--- config.mk ---
export PLATFORM = sky130hd
export DESIGN_NAME = biped_gait_servo_sequencer_flat
export DESIGN_NICKNAME = d
export VERILOG_FILES = /design/src/hw/rtl/bgs_pkg.sv /design/src/hw/rtl/bgs_if.sv /design/src/hw/rtl/biped_gait_servo_sequencer.sv /design/src/hw/rtl/bgs_lerp_unit.sv /design/src/hw/rtl/bgs_gait.sv /design/src/flat_wrapper.sv
export SDC_FILE = /design/constraint.sdc
export NUM_CORES = 2
export LEC_CHECK = 0
export ABC_AREA = 1
export BUFFER_PORTS_ARGS = -buffer_cell sky130_fd_sc_hd__buf_2
export CAP_MARGIN = 10
export CORE_MARGIN = 2
export CORE_UTILIZATION = 45
export DETAILED_ROUTE_END_ITERATION = 8
export GPL_TIMING_DRIVEN = 0
export PLACE_DENSITY_LB_ADDON = 0.08
export SETUP_SLACK_MARGIN = 0.4
export SLEW_MARGIN = 20
export SYNTH_ARGS = -nofsm -noshare
export SYNTH_HDL_FRONTEND = slang
export SYNTH_SLANG_ARGS = --single-unit
--- constraint.sdc ---
create_clock -name clk -period 7.2 [get_ports clk]
set_clock_uncertainty 0.15 [all_clocks]
set_input_delay 1.44 -clock clk [delete_from_list [all_inputs] [get_ports clk]]
set_output_delay 1.44 -clock clk [all_outputs]
set_load 0.01 [all_outputs]
--- src/hw/rtl/bgs_pkg.sv ---
// Shared types, constants and helper functions for the biped gait servo sequencer.
`timescale 1ns / 1ps
`default_nettype none

package bgs_pkg;

  // Field widths.
  localparam int ELAPSED_W = 16;
  localparam int CMD_W     = 2;
  localparam int ANGLE_W   = 10;
  localparam int TIME_W    = 21;
  localparam int POSE_W    = 11;
  localparam int SERVO_W   = 13;
  localparam int MAG_W     = 12;
  localparam int QUO_W     = 12;
  localparam int YAW_W     = 12;
  localparam int ROLL_W    = 11;
  localparam int PHASE_W   = 3;
  localparam int CFG_IDX_W = 3;
  localparam int CFG_DAT_W = 21;

  // Legal move duration window, microseconds.
  localparam logic [TIME_W-1:0] DUR_MIN = 21'd65536;
  localparam logic [TIME_W-1:0] DUR_MAX = 21'd2000000;

  // Configuration register indexes.
  localparam logic [CFG_IDX_W-1:0] REG_TWIST_ANGLE     = 3'd0;
  localparam logic [CFG_IDX_W-1:0] REG_TURN_ANGLE      = 3'd1;
  localparam logic [CFG_IDX_W-1:0] REG_ROLL_PIVOT      = 3'd2;
  localparam logic [CFG_IDX_W-1:0] REG_ROLL_PIVOT_TURN = 3'd3;
  localparam logic [CFG_IDX_W-1:0] REG_ROLL_FREE       = 3'd4;
  localparam logic [CFG_IDX_W-1:0] REG_ROLL_DUR        = 3'd5;
  localparam logic [CFG_IDX_W-1:0] REG_TWIST_DUR       = 3'd6;

  // Configuration reset values.
  localparam logic [ANGLE_W-1:0] RST_TWIST_ANGLE     = 10'd300;
  localparam logic [ANGLE_W-1:0] RST_TURN_ANGLE      = 10'd150;
  localparam logic [ANGLE_W-1:0] RST_ROLL_PIVOT      = 10'd280;
  localparam logic [ANGLE_W-1:0] RST_ROLL_PIVOT_TURN = 10'd310;
  localparam logic [ANGLE_W-1:0] RST_ROLL_FREE       = 10'd700;
  localparam logic [TIME_W-1:0]  RST_ROLL_DUR        = 21'd200000;
  localparam logic [TIME_W-1:0]  RST_TWIST_DUR       = 21'd400000;

  typedef enum logic [PHASE_W-1:0] {
    PH_STILL = 3'd0,
    PH_R_END = 3'd1,
    PH_R1    = 3'd2,
    PH_R2    = 3'd3,
    PH_L1    = 3'd4,
    PH_L2    = 3'd5,
    PH_L_END = 3'd6
  } gait_phase_t;

  typedef enum logic [1:0] {
    PIV_CENTER = 2'd0,
    PIV_RIGHT  = 2'd1,
    PIV_LEFT   = 2'd2
  } pivot_t;

  typedef enum logic [1:0] {
    LANE_R_YAW  = 2'd0,
    LANE_R_ROLL = 2'd1,
    LANE_L_YAW  = 2'd2,
    LANE_L_ROLL = 2'd3
  } lane_t;

  typedef enum logic [2:0] {
    S_IDLE,
    S_ADD,
    S_CMP,
    S_TT,
    S_LERP,
    S_WAIT,
    S_DONE
  } seq_state_t;

  typedef enum logic [2:0] {
    L_IDLE,
    L_MUL,
    L_LOAD,
    L_DIV,
    L_FIN
  } lerp_state_t;

  // Current pose state published by the gait machine.
  typedef struct packed {
    gait_phase_t              phase;
    pivot_t                   start_pivot;
    logic signed [POSE_W-1:0] start_twist;
    logic signed [POSE_W-1:0] start_toes;
    pivot_t                   target_pivot;
    logic signed [POSE_W-1:0] target_twist;
    logic signed [POSE_W-1:0] target_toes;
    logic                     use_twist_time;
  } gait_pose_t;

  // One interpolation job for the shared unit.
  typedef struct packed {
    logic signed [SERVO_W-1:0] s;
    logic signed [SERVO_W-1:0] e;
    logic [TIME_W-1:0]         tt;
    logic [TIME_W-1:0]         dur;
  } lerp_req_t;

  // Walk command decode: the pattern 2 saturates to -1.
  function automatic logic signed [CMD_W-1:0] cmd_value(input logic [CMD_W-1:0] raw);
    logic signed [CMD_W-1:0] v;
    case (raw)
      2'b00:   v = 2'sd0;
      2'b01:   v = 2'sd1;
      default: v = -2'sd1;
    endcase
    return v;
  endfunction

  function automatic logic [TIME_W-1:0] clamp_dur(input logic [TIME_W-1:0] v);
    logic [TIME_W-1:0] r;
    if (v < DUR_MIN) r = DUR_MIN;
    else if (v > DUR_MAX) r = DUR_MAX;
    else r = v;
    return r;
  endfunction

  // Servo offset of one lane for a given pose.
  function automatic logic signed [SERVO_W-1:0] pose_angle(
    input lane_t                    lane,
    input pivot_t                   pivot,
    input logic signed [POSE_W-1:0] twist,
    input logic signed [POSE_W-1:0] toes,
    input logic [ANGLE_W-1:0]       rp,
    input logic [ANGLE_W-1:0]       rpt,
    input logic [ANGLE_W-1:0]       rf
  );
    logic signed [SERVO_W-1:0] pr;
    logic signed [SERVO_W-1:0] fr;
    logic signed [SERVO_W-1:0] r;
    pr = (toes != '0) ? $signed({3'b000, rpt}) : $signed({3'b000, rp});
    fr = $signed({3'b000, rf});
    case (lane)
      LANE_R_YAW:  r = SERVO_W'(twist) + SERVO_W'(toes);
      LANE_L_YAW:  r = SERVO_W'(twist) - SERVO_W'(toes);
      LANE_R_ROLL: begin
        case (pivot)
          PIV_RIGHT: r = -pr;
          PIV_LEFT:  r = fr;
          default:   r = '0;
        endcase
      end
      LANE_L_ROLL: begin
        case (pivot)
          PIV_RIGHT: r = -fr;
          PIV_LEFT:  r = pr;
          default:   r = '0;
        endcase
      end
      default: r = '0;
    endcase
    return r;
  endfunction

endpackage

`default_nettype wire

--- src/hw/rtl/bgs_if.sv ---
// Handshake channel interfaces: tick input, servo result and configuration write.
`timescale 1ns / 1ps
`default_nettype none

interface bgs_in_if import bgs_pkg::*; ();
  logic                    valid;
  logic                    ready;
  logic [ELAPSED_W-1:0]    elapsed_us;
  logic signed [CMD_W-1:0] forward;
  logic signed [CMD_W-1:0] turn;

  modport source (output valid, elapsed_us, forward, turn, input ready);
  modport sink (input valid, elapsed_us, forward, turn, output ready);
endinterface

interface bgs_out_if import bgs_pkg::*; ();
  logic                     valid;
  logic                     ready;
  logic signed [YAW_W-1:0]  right_yaw;
  logic signed [ROLL_W-1:0] right_roll;
  logic signed [YAW_W-1:0]  left_yaw;
  logic signed [ROLL_W-1:0] left_roll;
  logic [PHASE_W-1:0]       phase_out;

  modport source (output valid, right_yaw, right_roll, left_yaw, left_roll, phase_out,
                  input ready);
  modport sink (input valid, right_yaw, right_roll, left_yaw, left_roll, phase_out,
                output ready);
endinterface

interface bgs_cfg_if import bgs_pkg::*; ();
  logic                 valid;
  logic                 ready;
  logic [CFG_IDX_W-1:0] index;
  logic [CFG_DAT_W-1:0] data;

  modport source (output valid, index, data, input ready);
  modport sink (input valid, index, data, output ready);
endinterface

`default_nettype wire

--- src/hw/rtl/biped_gait_servo_sequencer.sv ---
// Top level of the biped gait servo sequencer: tick sequencer, configuration and output stage.
// Each tick makes four passes (one per servo lane) through the shared multiply/divide
//   unit before its result is loaded into the output register.
// Input is not ready while a tick is in work, so a new tick is taken only after the
//   last result has been loaded. Configuration writes are taken every cycle.
// Reset (rst, synchronous): gait at stand still, pose centered, time cleared, registers at defaults.
`timescale 1ns / 1ps
`default_nettype none

module biped_gait_servo_sequencer import bgs_pkg::*; (
  input wire logic   clk,
  input wire logic   rst,
  bgs_in_if.sink     in_ch,
  bgs_out_if.source  out_ch,
  bgs_cfg_if.sink    cfg_ch
);

  // Configuration registers.
  logic [ANGLE_W-1:0] twist_angle;
  logic [ANGLE_W-1:0] turn_angle;
  logic [ANGLE_W-1:0] roll_pivot;
  logic [ANGLE_W-1:0] roll_pivot_turn;
  logic [ANGLE_W-1:0] roll_free;
  logic [TIME_W-1:0]  roll_duration_us;
  logic [TIME_W-1:0]  twist_duration_us;

  // Sequencer state and the captured tick.
  seq_state_t              state;
  seq_state_t              state_next;
  logic [ELAPSED_W-1:0]    el_reg;
  logic signed [CMD_W-1:0] f_reg;
  logic signed [CMD_W-1:0] t_reg;
  logic [TIME_W-1:0]       time_accum;
  logic [TIME_W:0]         accum_sum;
  logic [TIME_W-1:0]       dur_reg;
  logic [TIME_W-1:0]       tt_reg;
  logic [1:0]              lane;
  logic signed [SERVO_W-1:0] res [4];

  // Output register.
  logic                     out_valid;
  logic signed [YAW_W-1:0]  right_yaw;
  logic signed [ROLL_W-1:0] right_roll;
  logic signed [YAW_W-1:0]  left_yaw;
  logic signed [ROLL_W-1:0] left_roll;
  logic [PHASE_W-1:0]       phase_out;

  // Control.
  logic       in_take;
  logic       advance;
  logic       lerp_start;
  logic       out_load;
  logic       over_dur;
  logic [TIME_W-1:0] cur_dur;

  gait_pose_t                pose;
  lerp_req_t                 lerp_req;
  logic                      lerp_done;
  logic signed [SERVO_W-1:0] lerp_value;

  assign in_take = in_ch.valid && in_ch.ready;

  // The move duration always follows the pose currently loaded; after a phase
  // advance it already reflects the new move in the next state.
  assign cur_dur  = clamp_dur(pose.use_twist_time ? twist_duration_us : roll_duration_us);
  assign over_dur = (accum_sum > {1'b0, cur_dur});

  // Each lane interpolates from the start pose to the target pose.
  always_comb begin
    lerp_req.s   = pose_angle(lane_t'(lane), pose.start_pivot, pose.start_twist,
                              pose.start_toes, roll_pivot, roll_pivot_turn, roll_free);
    lerp_req.e   = pose_angle(lane_t'(lane), pose.target_pivot, pose.target_twist,
                              pose.target_toes, roll_pivot, roll_pivot_turn, roll_free);
    lerp_req.tt  = tt_reg;
    lerp_req.dur = dur_reg;
  end

  bgs_gait u_gait (
    .clk         (clk),
    .rst         (rst),
    .advance     (advance),
    .f           (f_reg),
    .t           (t_reg),
    .twist_angle (twist_angle),
    .turn_angle  (turn_angle),
    .pose        (pose)
  );

  bgs_lerp_unit u_lerp (
    .clk   (clk),
    .rst   (rst),
    .start (lerp_start),
    .req   (lerp_req),
    .done  (lerp_done),
    .value (lerp_value)
  );

  // Next state.
  always_comb begin
    state_next = state;
    case (state)
      S_IDLE:  if (in_take) state_next = S_ADD;
      S_ADD:   state_next = S_CMP;
      S_CMP:   state_next = S_TT;
      S_TT:    state_next = S_LERP;
      S_LERP:  state_next = S_WAIT;
      S_WAIT: begin
        if (lerp_done) begin
          state_next = (lane == 2'd3) ? S_DONE : S_LERP;
        end
      end
      S_DONE:  if (!out_valid || out_ch.ready) state_next = S_IDLE;
      default: state_next = S_IDLE;
    endcase
  end

  // Outputs of the sequencer.
  always_comb begin
    in_ch.ready = (state == S_IDLE);
    advance     = (state == S_CMP) && over_dur;
    lerp_start  = (state == S_LERP);
    out_load    = (state == S_DONE) && (!out_valid || out_ch.ready);
  end

  always_ff @(posedge clk) begin
    if (rst) begin
      state <= S_IDLE;
    end else begin
      state <= state_next;
    end
  end

  // Tick capture, time accumulation and lane bookkeeping. When the accumulated
  // time passes the current duration, one duration is removed and the gait
  // advances in the same cycle.
  always_ff @(posedge clk) begin
    if (rst) begin
      time_accum <= '0;
    end else if (state == S_CMP) begin
      if (over_dur) begin
        time_accum <= TIME_W'(accum_sum - {1'b0, cur_dur});
      end else begin
        time_accum <= accum_sum[TIME_W-1:0];
      end
    end
  end

  always_ff @(posedge clk) begin
    if (in_take) begin
      el_reg <= in_ch.elapsed_us;
      f_reg  <= cmd_value(in_ch.forward);
      t_reg  <= cmd_value(in_ch.turn);
    end
    if (state == S_ADD) begin
      accum_sum <= {1'b0, time_accum} + (TIME_W + 1)'(el_reg);
    end
    if (state == S_TT) begin
      // The interpolation ratio saturates at one.
      dur_reg <= cur_dur;
      tt_reg  <= (time_accum > cur_dur) ? cur_dur : time_accum;
      lane    <= 2'd0;
    end
    if (state == S_WAIT && lerp_done) begin
      res[lane] <= lerp_value;
      lane      <= lane + 1'b1;
    end
  end

  // Output register: holds a finished result until the sink takes it.
  always_ff @(posedge clk) begin
    if (rst) begin
      out_valid <= 1'b0;
    end else if (out_load) begin
      out_valid <= 1'b1;
    end else if (out_ch.ready) begin
      out_valid <= 1'b0;
    end
  end

  always_ff @(posedge clk) begin
    if (out_load) begin
      right_yaw  <= res[LANE_R_YAW][YAW_W-1:0];
      right_roll <= res[LANE_R_ROLL][ROLL_W-1:0];
      left_yaw   <= res[LANE_L_YAW][YAW_W-1:0];
      left_roll  <= res[LANE_L_ROLL][ROLL_W-1:0];
      phase_out  <= pose.phase;
    end
  end

  assign out_ch.valid      = out_valid;
  assign out_ch.right_yaw  = right_yaw;
  assign out_ch.right_roll = right_roll;
  assign out_ch.left_yaw   = left_yaw;
  assign out_ch.left_roll  = left_roll;
  assign out_ch.phase_out  = phase_out;

  // Configuration port: always ready; writes beyond the register list are dropped.
  assign cfg_ch.ready = 1'b1;

  always_ff @(posedge clk) begin
    if (rst) begin
      twist_angle       <= RST_TWIST_ANGLE;
      turn_angle        <= RST_TURN_ANGLE;
      roll_pivot        <= RST_ROLL_PIVOT;
      roll_pivot_turn   <= RST_ROLL_PIVOT_TURN;
      roll_free         <= RST_ROLL_FREE;
      roll_duration_us  <= RST_ROLL_DUR;
      twist_duration_us <= RST_TWIST_DUR;
    end else if (cfg_ch.valid && cfg_ch.ready) begin
      case (cfg_ch.index)
        REG_TWIST_ANGLE:     twist_angle       <= cfg_ch.data[ANGLE_W-1:0];
        REG_TURN_ANGLE:      turn_angle        <= cfg_ch.data[ANGLE_W-1:0];
        REG_ROLL_PIVOT:      roll_pivot        <= cfg_ch.data[ANGLE_W-1:0];
        REG_ROLL_PIVOT_TURN: roll_pivot_turn   <= cfg_ch.data[ANGLE_W-1:0];
        REG_ROLL_FREE:       roll_free         <= cfg_ch.data[ANGLE_W-1:0];
        REG_ROLL_DUR:        roll_duration_us  <= cfg_ch.data[TIME_W-1:0];
        REG_TWIST_DUR:       twist_duration_us <= cfg_ch.data[TIME_W-1:0];
        default: begin
        end
      endcase
    end
  end

`ifndef SYNTHESIS
  // The accumulator never holds more than the longest legal duration, since
  // each tick adds less than the shortest duration it can remove.
  a_accum_bound: assert property (@(posedge clk) disable iff (rst)
    time_accum <= DUR_MAX) else $error("time accumulator out of bound");
  a_take_starts: assert property (@(posedge clk) disable iff (rst)
    in_take |=> state == S_ADD) else $error("accepted tick did not start");
  a_done_loads: assert property (@(posedge clk) disable iff (rst)
    (state == S_DONE && !out_valid) |=> out_valid) else $error("result not loaded");
`endif

endmodule

`default_nettype wire

--- src/hw/rtl/bgs_lerp_unit.sv ---
// Shared interpolation unit: one multiply, then a restoring divide, one quotient bit a cycle.
`timescale 1ns / 1ps
`default_nettype none

module bgs_lerp_unit import bgs_pkg::*; (
  input  wire logic                      clk,
  input  wire logic                      rst,
  input  wire logic                      start,
  input  wire lerp_req_t                 req,
  output logic                           done,
  output logic signed [SERVO_W-1:0]      value
);

  localparam int CNT_W  = $clog2(QUO_W);
  localparam int PROD_W = MAG_W + TIME_W;
  localparam int NUM_W  = PROD_W + 1;
  localparam int DSH_W  = TIME_W + QUO_W;

  lerp_state_t state;
  lerp_state_t state_next;

  logic [CNT_W-1:0]          cnt;
  logic signed [SERVO_W-1:0] s_reg;
  logic                      neg_reg;
  logic [MAG_W-1:0]          mag_reg;
  logic [TIME_W-1:0]         tt_reg;
  logic [TIME_W-1:0]         dur_reg;
  logic [PROD_W-1:0]         prod;
  logic [NUM_W-1:0]          rem;
  logic [DSH_W-1:0]          dsh;
  logic [QUO_W-1:0]          quo;

  logic signed [SERVO_W-1:0] diff;
  logic signed [SERVO_W-1:0] diff_abs;
  logic                      ge;

  assign diff     = req.e - req.s;
  assign diff_abs = (diff < 0) ? -diff : diff;
  assign ge       = (rem >= {1'b0, dsh});

  always_comb begin
    state_next = state;
    case (state)
      L_IDLE:  if (start) state_next = L_MUL;
      L_MUL:   state_next = L_LOAD;
      L_LOAD:  state_next = L_DIV;
      L_DIV:   if (cnt == CNT_W'(QUO_W - 1)) state_next = L_FIN;
      L_FIN:   state_next = L_IDLE;
      default: state_next = L_IDLE;
    endcase
  end

  always_comb begin
    done  = (state == L_FIN);
    value = neg_reg ? (s_reg - $signed({1'b0, quo})) : (s_reg + $signed({1'b0, quo}));
  end

  always_ff @(posedge clk) begin
    if (rst) begin
      state <= L_IDLE;
    end else begin
      state <= state_next;
    end
  end

  always_ff @(posedge clk) begin
    case (state)
      L_IDLE: begin
        if (start) begin
          s_reg   <= req.s;
          neg_reg <= (diff < 0);
          mag_reg <= diff_abs[MAG_W-1:0];
          tt_reg  <= req.tt;
          dur_reg <= req.dur;
        end
      end
      L_MUL: begin
        prod <= mag_reg * tt_reg;
      end
      L_LOAD: begin
        // Numerator 2*mag*t + dur over divisor 2*dur rounds half away from zero.
        rem <= {prod, 1'b0} + NUM_W'(dur_reg);
        dsh <= {dur_reg, 1'b0, {(QUO_W - 1){1'b0}}};
        quo <= '0;
        cnt <= '0;
      end
      L_DIV: begin
        if (ge) begin
          rem <= rem - {1'b0, dsh};
        end
        quo <= {quo[QUO_W-2:0], ge};
        dsh <= dsh >> 1;
        cnt <= cnt + 1'b1;
      end
      default: begin
      end
    endcase
  end

`ifndef SYNTHESIS
  a_start_idle: assert property (@(posedge clk) disable iff (rst)
    start |-> state == L_IDLE) else $error("lerp start while busy");
  a_done_pulse: assert property (@(posedge clk) disable iff (rst)
    done |=> !done) else $error("lerp done longer than one cycle");
`endif

endmodule

`default_nettype wire

--- src/hw/rtl/bgs_gait.sv ---
// Seven-phase gait machine with first-stride command hold and target pose loading.
`timescale 1ns / 1ps
`default_nettype none

module bgs_gait import bgs_pkg::*; (
  input  wire logic                    clk,
  input  wire logic                    rst,
  input  wire logic                    advance,
  input  wire logic signed [CMD_W-1:0] f,
  input  wire logic signed [CMD_W-1:0] t,
  input  wire logic [ANGLE_W-1:0]      twist_angle,
  input  wire logic [ANGLE_W-1:0]      turn_angle,
  output gait_pose_t                   pose
);

  gait_pose_t              pose_next;
  gait_phase_t             phase_next;
  logic                    first_stride;
  logic                    first_stride_next;
  logic signed [CMD_W-1:0] held_forward;
  logic signed [CMD_W-1:0] held_turn;
  logic signed [CMD_W-1:0] held_forward_next;
  logic signed [CMD_W-1:0] held_turn_next;
  logic signed [CMD_W-1:0] f_eff;
  logic signed [CMD_W-1:0] t_eff;
  logic                    cmd_zero;
  logic signed [POSE_W-1:0] tw;
  logic signed [POSE_W-1:0] tn;

  // Phase decision and stride bookkeeping.
  always_comb begin
    held_forward_next = held_forward;
    held_turn_next    = held_turn;
    first_stride_next = first_stride;
    f_eff             = f;
    t_eff             = t;
    if (f != '0 || t != '0) begin
      held_forward_next = f;
      held_turn_next    = t;
    end else if (first_stride) begin
      f_eff = held_forward;
      t_eff = held_turn;
    end
    cmd_zero = (f_eff == '0) && (t_eff == '0);

    phase_next = pose.phase;
    if (cmd_zero) begin
      case (pose.phase)
        PH_R1, PH_R2: phase_next = PH_R_END;
        PH_L1, PH_L2: phase_next = PH_L_END;
        default:      phase_next = PH_STILL;
      endcase
    end else begin
      case (pose.phase)
        PH_R_END: phase_next = PH_R2;
        PH_R1:    phase_next = PH_R2;
        PH_R2: begin
          phase_next        = PH_L1;
          first_stride_next = 1'b0;
        end
        PH_L1:    phase_next = PH_L2;
        PH_L2: begin
          phase_next        = PH_R1;
          first_stride_next = 1'b0;
        end
        PH_L_END: phase_next = PH_L2;
        default: begin
          phase_next        = PH_R_END;
          first_stride_next = 1'b1;
        end
      endcase
    end
  end

  // Target pose for the new phase; the raw command sets twist and toes.
  always_comb begin
    case (f)
      2'sd1:   tw = $signed({1'b0, twist_angle});
      -2'sd1:  tw = -$signed({1'b0, twist_angle});
      default: tw = '0;
    endcase
    case (t)
      2'sd1:   tn = $signed({1'b0, turn_angle});
      -2'sd1:  tn = -$signed({1'b0, turn_angle});
      default: tn = '0;
    endcase

    pose_next.phase        = phase_next;
    pose_next.start_pivot  = pose.target_pivot;
    pose_next.start_twist  = pose.target_twist;
    pose_next.start_toes   = pose.target_toes;
    pose_next.target_twist = '0;
    pose_next.target_toes  = '0;
    case (phase_next)
      PH_R_END: pose_next.target_pivot = PIV_RIGHT;
      PH_L_END: pose_next.target_pivot = PIV_LEFT;
      PH_R1: begin
        pose_next.target_pivot = PIV_RIGHT;
        pose_next.target_twist = tw;
        pose_next.target_toes  = tn;
      end
      PH_R2: begin
        pose_next.target_pivot = PIV_RIGHT;
        pose_next.target_twist = -tw;
        pose_next.target_toes  = -tn;
      end
      PH_L1: begin
        pose_next.target_pivot = PIV_LEFT;
        pose_next.target_twist = -tw;
        pose_next.target_toes  = -tn;
      end
      PH_L2: begin
        pose_next.target_pivot = PIV_LEFT;
        pose_next.target_twist = tw;
        pose_next.target_toes  = tn;
      end
      default: pose_next.target_pivot = PIV_CENTER;
    endcase
    pose_next.use_twist_time = (pose.target_pivot == pose_next.target_pivot);
  end

  always_ff @(posedge clk) begin
    if (rst) begin
      pose.phase          <= PH_STILL;
      pose.start_pivot    <= PIV_CENTER;
      pose.start_twist    <= '0;
      pose.start_toes     <= '0;
      pose.target_pivot   <= PIV_CENTER;
      pose.target_twist   <= '0;
      pose.target_toes    <= '0;
      pose.use_twist_time <= 1'b0;
      first_stride        <= 1'b1;
      held_forward        <= '0;
      held_turn           <= '0;
    end else if (advance) begin
      pose         <= pose_next;
      first_stride <= first_stride_next;
      held_forward <= held_forward_next;
      held_turn    <= held_turn_next;
    end
  end

`ifndef SYNTHESIS
  a_right_pivot: assert property (@(posedge clk) disable iff (rst)
    (pose.phase == PH_R_END || pose.phase == PH_R1 || pose.phase == PH_R2)
      |-> pose.target_pivot == PIV_RIGHT) else $error("right phase without right pivot");
`endif

endmodule

`default_nettype wire

--- src/flat_wrapper.sv ---
// flat-port wrapper written by rule: the top's interface ports become plain ports
module biped_gait_servo_sequencer_flat import bgs_pkg::*;
  (clk, rst, in_ch_valid, in_ch_elapsed_us, in_ch_forward, in_ch_turn, in_ch_ready, out_ch_valid, out_ch_right_yaw, out_ch_right_roll, out_ch_left_yaw, out_ch_left_roll, out_ch_phase_out, out_ch_ready, cfg_ch_valid, cfg_ch_index, cfg_ch_data, cfg_ch_ready);
  bgs_in_if in_ch_i ();
  bgs_out_if out_ch_i ();
  bgs_cfg_if cfg_ch_i ();
  input wire logic clk;
  input wire logic rst;
  input wire logic [$bits(in_ch_i.valid)-1:0] in_ch_valid;
  input wire logic [$bits(in_ch_i.elapsed_us)-1:0] in_ch_elapsed_us;
  input wire logic [$bits(in_ch_i.forward)-1:0] in_ch_forward;
  input wire logic [$bits(in_ch_i.turn)-1:0] in_ch_turn;
  output wire logic [$bits(in_ch_i.ready)-1:0] in_ch_ready;
  output wire logic [$bits(out_ch_i.valid)-1:0] out_ch_valid;
  output wire logic [$bits(out_ch_i.right_yaw)-1:0] out_ch_right_yaw;
  output wire logic [$bits(out_ch_i.right_roll)-1:0] out_ch_right_roll;
  output wire logic [$bits(out_ch_i.left_yaw)-1:0] out_ch_left_yaw;
  output wire logic [$bits(out_ch_i.left_roll)-1:0] out_ch_left_roll;
  output wire logic [$bits(out_ch_i.phase_out)-1:0] out_ch_phase_out;
  input wire logic [$bits(out_ch_i.ready)-1:0] out_ch_ready;
  input wire logic [$bits(cfg_ch_i.valid)-1:0] cfg_ch_valid;
  input wire logic [$bits(cfg_ch_i.index)-1:0] cfg_ch_index;
  input wire logic [$bits(cfg_ch_i.data)-1:0] cfg_ch_data;
  output wire logic [$bits(cfg_ch_i.ready)-1:0] cfg_ch_ready;
  assign in_ch_i.valid = in_ch_valid;
  assign in_ch_i.elapsed_us = in_ch_elapsed_us;
  assign in_ch_i.forward = in_ch_forward;
  assign in_ch_i.turn = in_ch_turn;
  assign in_ch_ready = in_ch_i.ready;
  assign out_ch_valid = out_ch_i.valid;
  assign out_ch_right_yaw = out_ch_i.right_yaw;
  assign out_ch_right_roll = out_ch_i.right_roll;
  assign out_ch_left_yaw = out_ch_i.left_yaw;
  assign out_ch_left_roll = out_ch_i.left_roll;
  assign out_ch_phase_out = out_ch_i.phase_out;
  assign out_ch_i.ready = out_ch_ready;
  assign cfg_ch_i.valid = cfg_ch_valid;
  assign cfg_ch_i.index = cfg_ch_index;
  assign cfg_ch_i.data = cfg_ch_data;
  assign cfg_ch_ready = cfg_ch_i.ready;
  biped_gait_servo_sequencer u_core (.clk(clk), .rst(rst), .in_ch(in_ch_i), .out_ch(out_ch_i), .cfg_ch(cfg_ch_i));
endmodule
# Word-level counts from Yosys, hierarchy flattened

Memories as Yosys holds them, arrays and structs flattened. A register that Yosys moved wholly into a read port is not among the register bits.
Cells that the tools add are included.

Input bits: 49
Output and inout port bits: 52
Bits in registers: 450
Logic and storage cells: 214
Memories: 1
RAM bits: 52

Memories:

| memory     | words | width | rd ports | clocked after memory_dff | wr ports | line                             | text |
|---|---|---|---|---|---|---|---|
| u_core.res | 4     | 13    | 4        | 4                        | 1        | biped_gait_servo_sequencer.sv:38 | `logic signed [SERVO_W-1:0] res [4];` |

Multiply operators: 1
Order comparisons: 6
Reduce and logical (&&, ||, !) cells: 46
Eq/ne operators: 49
Add/sub/neg operators: 21
Bitwise operators: 2
Muxes and demuxes: 48

Operator list:

| operator                                                              | number |
|---|---|
| 21-bit two-way mux                                                    | 5 |
| 13-bit one-hot mux with 2 select lines                                | 4 |
| 13-bit one-hot mux with 4 select lines                                | 2 |
| 34-bit one-hot mux with 2 select lines                                | 1 |
| 33-bit one-hot mux with 2 select lines                                | 1 |
| 11-bit one-hot mux with 2 select lines                                | 2 |
| 22-bit one-hot mux with 2 select lines                                | 1 |
| 3-bit equality test, second input constant                            | 13 |
| 34-bit by 21-bit adder with 34-bit output                             | 1 |
| 34-bit by 33-bit greater-or-equal comparator with 1-bit output        | 1 |
| 34-bit two-way mux                                                    | 1 |
| 34-bit by 33-bit subtractor with 34-bit output                        | 1 |
| 12-bit by 21-bit multiplier with 33-bit output                        | 1 |
| 3-bit by 2-bit equality test with 1-bit output, second input constant | 10 |
| 13-bit negator                                                        | 2 |
| 13-bit subtractor                                                     | 2 |
| 11-bit by 11-bit adder with 12-bit output                             | 2 |
| 12-bit one-hot mux with 2 select lines                                | 1 |
| 3-bit one-hot mux with 4 select lines                                 | 2 |
| 11-bit by 11-bit subtractor with 12-bit output                        | 2 |
| 21-bit by 16-bit adder with 22-bit output                             | 1 |
| 22-bit by 21-bit greater-than comparator with 1-bit output            | 1 |
| 10-bit negator with 11-bit output                                     | 2 |
| 11-bit negator                                                        | 2 |
| other kinds (41)                                                      | 112 |

# Depth between registers and ports, before layout

Word-level depth: 10
Gate-level depth with buffers: 34

# By module

A second synthesis with hierarchy kept.

Cell total of the unflattened synthesis: 5252
Area total of the unflattened synthesis: 41229.5 µm²

By module, submodules not included:

| module                     | area each (µm²) | sequential area each (µm²) | instances | cells an instance |
|---|---|---|---|---|
| bgs_lerp_unit              | 20372.0         | 5585.4                     | 1         | 2580 |
| biped_gait_servo_sequencer | 17235.3         | 7777.5                     | 1         | 2107 |
| bgs_gait                   | 3622.2          | 1141.1                     | 1         | 565 |

# Worst setup path before layout

OpenSTA, ideal clock, no wires.

Kind: flip-flop to flip-flop
From: reg u_core.u_lerp.state[2]
To: reg u_core.u_lerp.dur_reg[0] (enable)
Arrival time: 6.856 ns
Period minus slack after synthesis: 7.664 ns
Path buffers: 0
Setup slack: -0.464 ns
Cell stages (with the launch flop): 4
Path through: dfxtp_1 > nor2_1 > nand2_1 > nor4_1

Word-level cells in the longest chain between the ends: 2

Ends and longest elaborated chain:

| what                          | line                | text |
|---|---|---|
| start, declared               | bgs_lerp_unit.sv:19 | `lerp_state_t state;` |
| start signal, assigned        | bgs_lerp_unit.sv:62 | `state <= state_next;` |
| 3-bit logical NOT             | bgs_lerp_unit.sv:67 | `case (state)` |
| 2-bit AND reduction (no line) | --                  |  |
| end signal, assigned          | bgs_lerp_unit.sv:74 | `dur_reg <= req.dur;` |
| end, declared                 | bgs_lerp_unit.sv:27 | `logic [TIME_W-1:0] dur_reg;` |

No other way between the ends.
A chain may end at the register's enable or synchronous reset.

# Worst setup path after layout

From: reg u_core.u_lerp.mag_reg[3]
To: reg u_core.u_lerp.prod[29], data pin

Word-level cells in the longest chain between the ends: 1

Ends and longest elaborated chain:

| what                                           | line                | text |
|---|---|---|
| start, declared                                | bgs_lerp_unit.sv:25 | `logic [MAG_W-1:0] mag_reg;` |
| start signal, assigned                         | bgs_lerp_unit.sv:72 | `mag_reg <= diff_abs[MAG_W-1:0];` |
| 12-bit by 21-bit multiplier with 33-bit output | bgs_lerp_unit.sv:78 | `prod <= mag_reg * tt_reg;` |
| end signal, assigned                           | bgs_lerp_unit.sv:78 |  |
| end, declared                                  | bgs_lerp_unit.sv:28 | `logic [PROD_W-1:0] prod;` |

No other way between the ends.

==> results.json <==
{
  "status": "finished, final reports clean",
  "diodes": 0,
  "max_cap_violations": 0,
  "core_sq_mm": 0.08528,
  "die_h_um": 297.4,
  "worst_pin_slew_ps": 1049,
  "dp_cells": 5940,
  "finalInstanceArea_sq_mm": 0.04309,
  "synth_seq_cells": 541,
  "grt_pass1_wl_mm": 177.6,
  "largest_register_ffs": 52,
  "cp_max_fo": 10,
  "cts_root_buf": "clkbuf_16",
  "arrival_ps": 6660,
  "placed_cell_area_sq_mm": 0.04098,
  "fmax_mhz": 155.0,
  "h-tree-depth": 2,
  "via_count": 32168,
  "cp.required_ps": 7410,
  "synth_top_cell_by_area": "edfxtp_1",
  "timing_hold_violations_final": 0,
  "stdcell_count": 6054,
  "timing.final.crit_share_pct": 89.58,
  "drive_gt1_share_pct": 6.680,
  "numCtsBuffers": 60,
  "drtAntennaViolNets": 0,
  "wl_mm": 114.5,
  "cts_num_sinks": 541,
  "place_congestion": 0.9325,
  "yosys_most_used_dff": "edfxtp_1",
  "setup_violations": 0,
  "synth_area_sq_mm": 0.03873,
  "clkSlewWorstSetupHoldPaths_ps": 60,
  "area_growth_pct": 11.25,
  "dieWidth_um": 297.4,
  "fin_nets": 5374,
  "io_pins": 101,
  "postSynthAreaPerCell_sq_um": 8.277,
  "rsz0062_at_grt": "false",
  "initial_core_util_pct": 45.41,
  "critPathKind": "reg -> reg",
  "top_register": "u_core.u_gait.pose",
  "dr.pass1.iters": 9,
  "fp-row-count": 107,
  "synth_area_leaders": "edfxtp_1, fa_1, nand2_1",
  "min_path_type": "reg -> reg",
  "end_kind": "flip-flop",
  "async_reset_ff_share_pct": 0,
  "dp_hpwl_mm": 91.40,
  "final_cell_mix": "nand2_1, inv_1, a21oi_1, nor2_1, edfxtp_1",
  "drtIter0Drc": 2361,
  "grt_max_degree": 29,
  "synthDistinctLibCells": 60,
  "dieArea_sq_mm": 0.08843,
  "layout_commonest_cell": "nand2_1",
  "grt_use_total_pct": 25.59,
  "synth_warnings": 0,
  "cp-start-kind": "flip-flop",
  "grt_antenna_before_repair": 1,
  "gr-total-overflow": 0,
  "whs_ps": 262.4,
  "clk_latency_ps": 650,
  "period_needed_ps": 6450,
  "tns_ps": 0,
  "cts_tree": "yes",
  "reg.largest.list": "u_core.u_gait.pose: 52 flops, u_core.res: 46 flops, u_core.u_lerp.rem: 34 flops",
  "ys_seq_area_share_pct": 37.37,
  "grt_pass1_vias": 30634,
  "slew_viol_final": 0,
  "synth_edf_count": 364,
  "relSlewSlack_pct": 30.07,
  "portBuffers": 98,
  "viasPerCell": 5.314,
  "drc": 0,
  "wl_per_cell_um": 18.91,
  "syn_nets": 5195,
  "syn_inst": 4679,
  "yosys.area.top_type_share_pct": 28.22,
  "clockBufferDepth": 3
}
[cell usage after synthesis, types with 6 or more instances]
library cell  instances
nor4_1               15
o21a_1               13
a21oi_1             385
nand2_2              12
o31ai_1               6
buf_6                 7
nor2_1              377
ha_1                267
clkbuf_1            127
o21bai_1             19
nand2_1             964
a31oi_1              20
nand3_1             169
o21ai_0             353
nor3_1               49
xnor2_1              46
xor2_1               88
edfxtp_1            364
o211ai_1             51
o22ai_1              29
a211oi_1             11
a221oi_1              8
o2111ai_1             6
fa_1                200
buf_2                17
or2_2                21
inv_1               730
nand4_1              30
nor2_2                8
inv_2                 8
nand3_2               7
dfxtp_1             177
o21ai_1              16
a21boi_0              8
a21o_1                9
[cells by family after synthesis]
group	count (synthesis)	share of synthesized area, %
mux	5	0.1292
simple gates	1674	17.89
flops	541	37.37
other cells	1	0.009683
xor+xnor	134	3.030
fa+ha+maj	467	18.96
compound gates	958	13.68
buf+inv	899	8.923
[critical path, cell delays in order (launching register included)]
cell and delay, ps:
edfxtp_1 480, clkbuf_1 630, nand2_1 150, fa_1 520
inv_1 50, fa_1 490, inv_1 40, fa_1 470
inv_1 50, fa_1 500, fa_1 500, ha_1 370
a21oi_1 250, o21ai_0 120, a21oi_1 240, nor2_1 100
o21a_1 230, a21boi_0 280, nor2_1 110, nand2_1 70
nand2_1 80, a21oi_1 170, xor2_1 80
[routing by layer]
layer  global-route usage, %  up-vias  wire, um
met5                       0        -         0
met4                   7.011        0      3228
met3                   2.848      159      6189
met2                   41.33      882     51930
met1                   36.47    15388     53150
li1                        -    15739         -
[per-stage QoR]
stage	setup slack [ps]	util, %
after floorplan	1728	-
final	750.4	50.52
after CTS	533.4	50.52
after global routing	428.9	50.52
after global placement	596.4	47.67
after detailed placement	608.0	48.05
[area by class of cell]
| type | instances | area (sq um) |
|---|---|---|
| inverters | 743 | 2789 |
| repair buffers | 117 | 735.7 |
| fillers | 8344 | 42190 |
| well taps | 1144 | 1431 |
| clock inverters | 42 | 528.0 |
| clock buffers | 72 | 1578 |
| plain buffers | 156 | 668.1 |
| flip-flops and latches | 541 | 14470 |
| multi-input cells | 3239 | 20880 |
[path summary, 6_finish.rpt]
check                           startpoint                    endpoint  slack, ps  cells after the start
setup / recovery  u_core.u_lerp.mag_reg[3]      u_core.u_lerp.prod[29]        750                     22
hold / removal            u_core.res[0][9]  u_core.out_ch.right_yaw[9]        260                      0
setup reg to reg  u_core.u_lerp.mag_reg[3]      u_core.u_lerp.prod[29]        750                     22
hold reg to reg           u_core.res[0][9]  u_core.out_ch.right_yaw[9]        260                      0
[repair_timing]
action | in CTS | in global routing
gates resized for setup | 0 | 3
endpoints found under the setup margin | 0 | 5
hold buffers | 0 | 0
buffers inserted | 0 | 0
Power is not shown: default switching activity piles up to over one toggle a cycle in this logic, so the estimate is an artifact.
